<file path="src/psf_pkg.sv">
// Types and constants for the sample to float converter.
// No dependencies.
package psf_pkg;
    localparam logic [1:0] FMT_U8     = 2'd0;
    localparam logic [1:0] FMT_U16    = 2'd1;
    localparam logic [1:0] FMT_HALF   = 2'd2;
    localparam logic [1:0] FMT_SINGLE = 2'd3;
    localparam logic REG_FORMAT = 1'b0;
    localparam logic REG_GREY   = 1'b1;
    // significands of the float32 constants 1/255 and 1/65535, hidden bit set
    localparam logic [23:0] MANT_U8  = 24'h808081;
    localparam logic [7:0]  EXP_U8   = 8'd119;
    localparam logic [23:0] MANT_U16 = 24'h800080;
    localparam logic [7:0]  EXP_U16  = 8'd111;
    localparam logic [7:0]  HALF_EXP_BIAS = 8'd112;
    localparam int STAGES = 3;
endpackage

</file>
<file path="src/psf_channel.sv">
// One color channel: three-stage conversion of a raw sample to float32.
// Depends on psf_pkg; enables come from the top-level pipeline control.
module psf_channel
(
    input  logic        clk,
    input  logic [2:0]  stage_en,
    input  logic [1:0]  fmt,
    input  logic [31:0] sample,
    output logic [31:0] result
);
    // stage 1: normalize integer, decode half
    logic [1:0]  fmt1_reg;
    logic [15:0] norm1_reg;     // integer shifted so msb is set
    logic [4:0]  lz1_reg;
    logic        zero1_reg;
    logic [31:0] pass1_reg;     // half/single result
    logic [15:0] norm1_next;
    logic [4:0]  lz1_next;
    logic [15:0] ival;
    logic [31:0] half_next;
    logic [15:0] h;
    logic [9:0]  hman;
    logic [4:0]  hlz;
    logic [9:0]  hman_sh;

    always_comb
    begin
        ival = (fmt == psf_pkg::FMT_U8) ? {8'd0, sample[7:0]} : sample[15:0];
        lz1_next = 5'd0;
        for (int i = 0; i < 16; i++)
        begin
            if (ival[i])
            begin
                lz1_next = 5'(15 - i);
            end
        end
        norm1_next = ival << lz1_next[3:0];
        h = sample[15:0];
        hman = h[9:0];
        hlz = 5'd0;
        for (int i = 0; i < 10; i++)
        begin
            if (hman[i])
            begin
                hlz = 5'(9 - i);
            end
        end
        hman_sh = hman << (hlz + 5'd1);
        if (h[14:10] == 5'h1f)
        begin
            half_next = {h[15], 8'hff, hman, 13'd0};
        end
        else if (h[14:10] != 5'd0)
        begin
            half_next = {h[15], 8'(h[14:10]) + psf_pkg::HALF_EXP_BIAS, hman, 13'd0};
        end
        else if (hman == 10'd0)
        begin
            half_next = {h[15], 31'd0};
        end
        else
        begin
            half_next = {h[15], 8'd113 - 8'(hlz) - 8'd1, hman_sh, 13'd0};
        end
    end

    always_ff @(posedge clk)
    begin
        if (stage_en[0])
        begin
            fmt1_reg  <= fmt;
            norm1_reg <= norm1_next;
            lz1_reg   <= lz1_next;
            zero1_reg <= (ival == 16'd0);
            pass1_reg <= (fmt == psf_pkg::FMT_HALF) ? half_next : sample;
        end
    end

    // stage 2: multiply significands
    logic [1:0]  fmt2_reg;
    logic [39:0] prod2_reg;
    logic [4:0]  lz2_reg;
    logic        zero2_reg;
    logic [31:0] pass2_reg;
    logic [23:0] cmant;

    always_comb
    begin
        cmant = (fmt1_reg == psf_pkg::FMT_U8) ? psf_pkg::MANT_U8 : psf_pkg::MANT_U16;
    end

    always_ff @(posedge clk)
    begin
        if (stage_en[1])
        begin
            fmt2_reg  <= fmt1_reg;
            prod2_reg <= norm1_reg * cmant;
            lz2_reg   <= lz1_reg;
            zero2_reg <= zero1_reg;
            pass2_reg <= pass1_reg;
        end
    end

    // stage 3: round to nearest even, pack
    logic [31:0] result_reg;
    logic [31:0] result_next;
    logic        top;
    logic [23:0] m;
    logic        rnd;
    logic        sticky;
    logic [24:0] mr;
    logic [7:0]  ex;
    logic [7:0]  cexp;

    always_comb
    begin
        top = prod2_reg[39];
        m = top ? prod2_reg[39:16] : prod2_reg[38:15];
        rnd = top ? prod2_reg[15] : prod2_reg[14];
        sticky = top ? (prod2_reg[14:0] != 15'd0) : (prod2_reg[13:0] != 14'd0);
        mr = {1'b0, m} + 25'(rnd && (sticky || m[0]));
        cexp = (fmt2_reg == psf_pkg::FMT_U8) ? psf_pkg::EXP_U8 : psf_pkg::EXP_U16;
        ex = cexp + 8'd15 - 8'(lz2_reg) + 8'(top) + 8'(mr[24]);
        if (fmt2_reg == psf_pkg::FMT_HALF || fmt2_reg == psf_pkg::FMT_SINGLE)
        begin
            result_next = pass2_reg;
        end
        else if (zero2_reg)
        begin
            result_next = 32'd0;
        end
        else
        begin
            result_next = {1'b0, ex, mr[24] ? mr[23:1] : mr[22:0]};
        end
    end

    always_ff @(posedge clk)
    begin
        if (stage_en[2])
        begin
            result_reg <= result_next;
        end
    end

    assign result = result_reg;
endmodule

</file>
<file path="src/pixel_samples_to_float_rgb_core.sv">
// Pixel sample to float32 RGB converter, top level.
// Each pixel passes through the stage 1, stage 2 and stage 3 registers to the output.
// Throughput: one pixel per cycle while out_ready allows; the stall-capable pipeline has three stages.
// Reset: rst_n async low clears valid bits and sets format u8, grey off.
// Depends on psf_pkg and psf_channel.
module pixel_samples_to_float_rgb_core
(
    input  logic        clk,
    input  logic        rst_n,
    input  logic        cfg_valid,
    output logic        cfg_ready,
    input  logic [0:0]  cfg_index,
    input  logic [1:0]  cfg_data,
    input  logic        in_valid,
    output logic        in_ready,
    input  logic [31:0] sample_first,
    input  logic [31:0] sample_second,
    input  logic [31:0] sample_third,
    output logic        out_valid,
    input  logic        out_ready,
    output logic [31:0] red_bits,
    output logic [31:0] green_bits,
    output logic [31:0] blue_bits
);
    logic [1:0] fmt_reg;
    logic       grey_reg;
    logic [2:0] valid_reg;
    logic [2:0] valid_next;
    logic [2:0] stage_en;
    logic [31:0] red_int;

    assign cfg_ready = 1'b1;

    always_ff @(posedge clk or negedge rst_n)
    begin
        if (!rst_n)
        begin
            fmt_reg  <= psf_pkg::FMT_U8;
            grey_reg <= 1'b0;
        end
        else if (cfg_valid)
        begin
            unique case (cfg_index)
                psf_pkg::REG_FORMAT: fmt_reg  <= cfg_data;
                psf_pkg::REG_GREY:   grey_reg <= cfg_data[0];
                default: ;
            endcase
        end
    end

    always_comb
    begin
        stage_en[2] = !valid_reg[2] || out_ready;
        stage_en[1] = !valid_reg[1] || stage_en[2];
        stage_en[0] = !valid_reg[0] || stage_en[1];
        valid_next = valid_reg;
        if (stage_en[2])
        begin
            valid_next[2] = valid_reg[1];
        end
        if (stage_en[1])
        begin
            valid_next[1] = valid_reg[0];
        end
        if (stage_en[0])
        begin
            valid_next[0] = in_valid;
        end
    end

    assign in_ready = stage_en[0];

    always_ff @(posedge clk or negedge rst_n)
    begin
        if (!rst_n)
        begin
            valid_reg <= 3'd0;
        end
        else
        begin
            valid_reg <= valid_next;
        end
    end

    psf_channel u_red
    (
        .clk(clk), .stage_en(stage_en), .fmt(fmt_reg),
        .sample(sample_first), .result(red_int)
    );
    psf_channel u_green
    (
        .clk(clk), .stage_en(stage_en), .fmt(fmt_reg),
        .sample(grey_reg ? sample_first : sample_second), .result(green_bits)
    );
    psf_channel u_blue
    (
        .clk(clk), .stage_en(stage_en), .fmt(fmt_reg),
        .sample(grey_reg ? sample_first : sample_third), .result(blue_bits)
    );

    assign red_bits  = red_int;
    assign out_valid = valid_reg[psf_pkg::STAGES - 1];
endmodule

</file>
<file path="config.mk">
export PLATFORM = sky130hd
export DESIGN_NAME = pixel_samples_to_float_rgb_core
export DESIGN_NICKNAME = d
export VERILOG_FILES = /design/src/psf_pkg.sv /design/src/psf_channel.sv /design/src/pixel_samples_to_float_rgb_core.sv
export SDC_FILE = /design/constraint.sdc
export NUM_CORES = 1
export LEC_CHECK = 0
export BUFFER_PORTS_ARGS = -buffer_cell sky130_fd_sc_hd__buf_2
export CORE_ASPECT_RATIO = 1.4
export CORE_UTILIZATION = 40
export DETAILED_ROUTE_END_ITERATION = 8
export HOLD_SLACK_MARGIN = 0.05
export PLACE_DENSITY = 0.64
export SLEW_MARGIN = 5
export SYNTH_ARGS = -nofsm -noshare
export SYNTH_HDL_FRONTEND = slang
export SYNTH_SLANG_ARGS = --single-unit
</file>
<file path="constraint.sdc">
create_clock -name clk -period 15.36 [get_ports clk]
set_input_delay 0.768 -clock clk [delete_from_list [all_inputs] [get_ports clk]]
set_output_delay 0.768 -clock clk [all_outputs]
set_load 0.01 [all_outputs]
</file>
==> metrics.md <==
| Metric | Value |
|---|---|
| CP peak stage delay | 470 ps |
| Final Non-Filler Cells | between 4000 and 5000 |
| Post-DRT Antenna Nets | 0 |
| CORE AREA | about 81000 um2 |
| Yosys top cell area share | between 40 and 50% |
| Synthesized Nets | between 3000 and 4000 |
| Clock buffer depth | 3 |
| Clk_lat worst skew | between 600 and 700 ps |
| Post-detail-place hpwl | roughly 74000 um |
| CP required | 15730 ps |
| Post-synth cell types | between 100 and 150 |
| Pre-antenna DRT Iters | 8 |
| Buf/Inv on CP | 1 |
| Starting Density | between 40% and 50% |
| Slowest cell on crit path | nor2_2 |
| Status | finished, violations left |
| Die Ht | around 340 um |
| Root Buffer | clkbuf_16 |
| Port bufs | between 200 and 250 |
| Layout area overhead | 10.9% |
| Hold path cells | 2 |
| DRT iter0 DRCs | between 2000 and 2500 |
| Hold crit path type | primary input to flop |
| Leakage | 15.0 nW |
| Ys async rst share | 1.21% |
| R2R Setup Slk | about 10000 ps |
| Rows | between 100 and 150 |
| Max-slew violations | 0 |
| Highest Clock Rate | 190 MHz |
| Maximum VDD drop | between 0.00008 and 0.00009 V |
| Cells after Synth | ~3000 |
| Critical path's top delay family | adder cells |
| Die width | about 240 um |
| Final setup viols | 0 |
| Fin Clk Skew | 32.6 ps |
| Most frequent CP cell | ha_1 |
| Combinational Power Share | between 30% and 40% |
| Vias per inst | around 5.7 |
| Placer Congestion | 0.968 |
| EDFF count, synth | 490 |
| Clock network fraction of total power | approximately a fifth |
| DRC viols | 4 |
| Hold_sp | in_valid |
| First-pass GRT wire length | ~140000 um |
| Post-synthesis sequential area ratio | 45.2% |
| Mapped Area | about 33000 um2 |
| Dpl cells | 4207 |
| Crit path time final | 5250 ps |
| Total GRT Usage | between 20% and 30% |
| Worst reg2reg path endpoint | u_blue.prod2_reg[38] |
| Synth top area cells | edfxtp_1 45%, ha_1 12%, mux2i_1 3.9%, a21oi_1 3.3%, nand2_1 2.9% |
| H-tree Lvls | 2 |
| Slew HR | 25.6% |
| Most common cell in the netlist | edfxtp_1 |
| Switching Power | roughly 2.1 mW |
| Synth Warn # | 0 |
| RSZ-0062 raised after global routing | false |
| Worst slew pin tran | 1100 ps |
| Top FF cell, synth | edfxtp_1 |
| Register-to-Register Path Depth | 16 |
| Crit-path max FO | 32 |
| CTS tree | done |
| Routed len/inst | around 22 um |
| Number of CTS-inserted buffers | 50 |
| Syn Area/Cell | around 11 um2 |
| CP Capture Type | flop |
| Crit path kind | flop to flop |
| Via count | approximately 25000 |
| R2R Path Start | u_green.fmt1_reg[1] |
| Nets@finish | about 3600 |
| Critical path launch point type | flop |
| Synth top cells by count | 490 x edfxtp_1, 319 x ha_1, 258 x nand2_1, 228 x nor2_1, 217 x a21oi_1 |
| Critical Path, Cell by Cell | nor2_2 > buf_4 > and2_1 > ha_1 > fa_1 > ha_1 > ha_1 > ha_1 > nand4_1 > a211oi_1 > o2111ai_1 > a311oi_1 > o2111a_1 > o21ba_2 > nand4_1 > xnor2_1 |
| Final WL | just under 100000 um |
| Initial antenna violation count | 28 |
| TNS Setup | 0 ps |
| Hold Path Sink | valid_reg[0] |
| Internal power | approximately 3.5 mW |
| Sw frac | 37.7% |
| Layout cells sized above 1 | roughly 14% |
| Reg power frac | roughly two fifths |
| Largest net degree at the start of global routing | approximately 160 |
| Final hold vios | 0 |
| Clk sinks | 496 |
| Pwr dens | ~160 nW/um2 |
| Max-capacitance violation count | 0 |
| Ports | just over 200 |
| Die area | approximately 83000 um2 |
| Reg clk slew, reported paths | around 70 ps |
| Violated checks | DRC |
| Yosys top cell by area | edfxtp_1 |
| Congestion Overflow GR | 0 |
| CP arrival | between 5000 and 6000 ps |
| Vias in the first global route | ~24000 |
| Post-cts sizing count | 0 |
| Final Cycle Share | between 30% and 40% |
| Fill cells | between 7000 and 8000 |
| Synthesized flop and latch total | roughly 500 |
cell type report:
class	count	area (um2)	area share (%)
diodes	11	27.5	0.0755
clock buffers	57	1280	3.50
clock inverters	27	277	0.759
inverters	94	365	1.00
multi-input cells	2315	17000	46.7
flip-flops and latches	496	14900	40.8
well taps	1071	1340	3.68
repair buffers	232	1270	3.47
per-layer routing:
metal | vias up | routed length [um] | track usage, %
li1 | 11700 | - | -
met1 | 11700 | 39600 | 28.9
met2 | 814 | 46100 | 38.1
met3 | 203 | 7080 | 4.45
met4 | 34 | 3630 | 8.95
met5 | - | 219 | 0
cells in the final DEF (no fill, tap or decap), types with 22 or more instances in the layout:
cell,Yosys,routed
a211oi_1,34,34
a21o_1,37,37
a21oi_1,217,217
a22o_1,25,25
a31oi_1,36,36
and2_1,86,86
and3_1,24,24
buf_2,13,201
buf_4,11,28
clkbuf_16,0,50
edfxtp_1,490,490
ha_1,319,319
inv_1,83,83
mux2_2,36,36
mux2i_1,129,129
nand2_1,258,258
nand2b_1,34,32
nand3_1,56,56
nand4_1,24,24
nor2_1,228,226
nor2b_1,29,28
nor3_1,46,46
o211ai_1,22,22
o21ai_0,161,161
o22ai_1,23,23
xnor2_1,109,109
xor2_1,58,58
logic make-up (layout without fill, tap and decap cells):
group,after synthesis,after routing,share of synthesized area [%]
other cells,1,12,0.0114
buf+inv,222,410,3.02
flops,496,496,45.2
fa+ha+maj,326,326,12.6
compound gates,745,745,14.7
simple gates,889,889,13.5
xor+xnor,168,168,4.50
mux,186,186,6.46
stage by stage:
stage          cell area [um2]  hold WS (ps)  power [mW]  worst slack, ps  utilization [%]
2_1_floorplan            32900           400        3.83             7090                -
3_3_place_gp             34900           400        4.50            10270             42.8
3_5_place_dp             34900           405        4.51            10180             42.8
4_1_cts                  36400           297        5.73            10140             44.7
5_1_grt                  36400           326        6.05             9790             44.7
6_report                 36500           327        5.69            10110             44.8
power by group through the flow:
stage               sequential, mW  clock (mW)  combinational [mW]
detailed placement            2.34           0                2.17
finish                        2.31        1.20                2.18
global route                  2.36        1.26                2.43
global placement              2.34           0                2.16
floorplan                     2.27           0                1.56
CTS                           2.32        1.22                2.19
worst register-to-register path, stage by stage, from the launching register on:
cell	delay, ps
edfxtp_1	400
nor2_2	470
buf_4	420
and2_1	230
ha_1	160
fa_1	420
ha_1	310
ha_1	300
ha_1	380
nand4_1	100
a211oi_1	380
o2111ai_1	230
a311oi_1	470
o2111a_1	280
o21ba_2	160
nand4_1	110
xnor2_1	150
worst max-delay path by stage:
stage	from	end	cells past startpoint
after CTS	u_green.fmt1_reg[1]	u_blue.prod2_reg[38]	16
after detailed placement	u_green.fmt1_reg[1]	u_blue.prod2_reg[38]	16
after global routing	u_green.fmt1_reg[1]	u_blue.prod2_reg[38]	16
after floorplan	out_ready	u_blue.lz2_reg[0]	1
final	u_green.fmt1_reg[1]	u_blue.prod2_reg[38]	16
after global placement	u_green.fmt1_reg[1]	u_blue.prod2_reg[38]	16
timing repair:
action                    4_1_cts  5_1_grt
hold buffers                    1        0
setup buffers                   0        0
hold endpoints to repair        6        0
(Power assumes the default switching activity.)
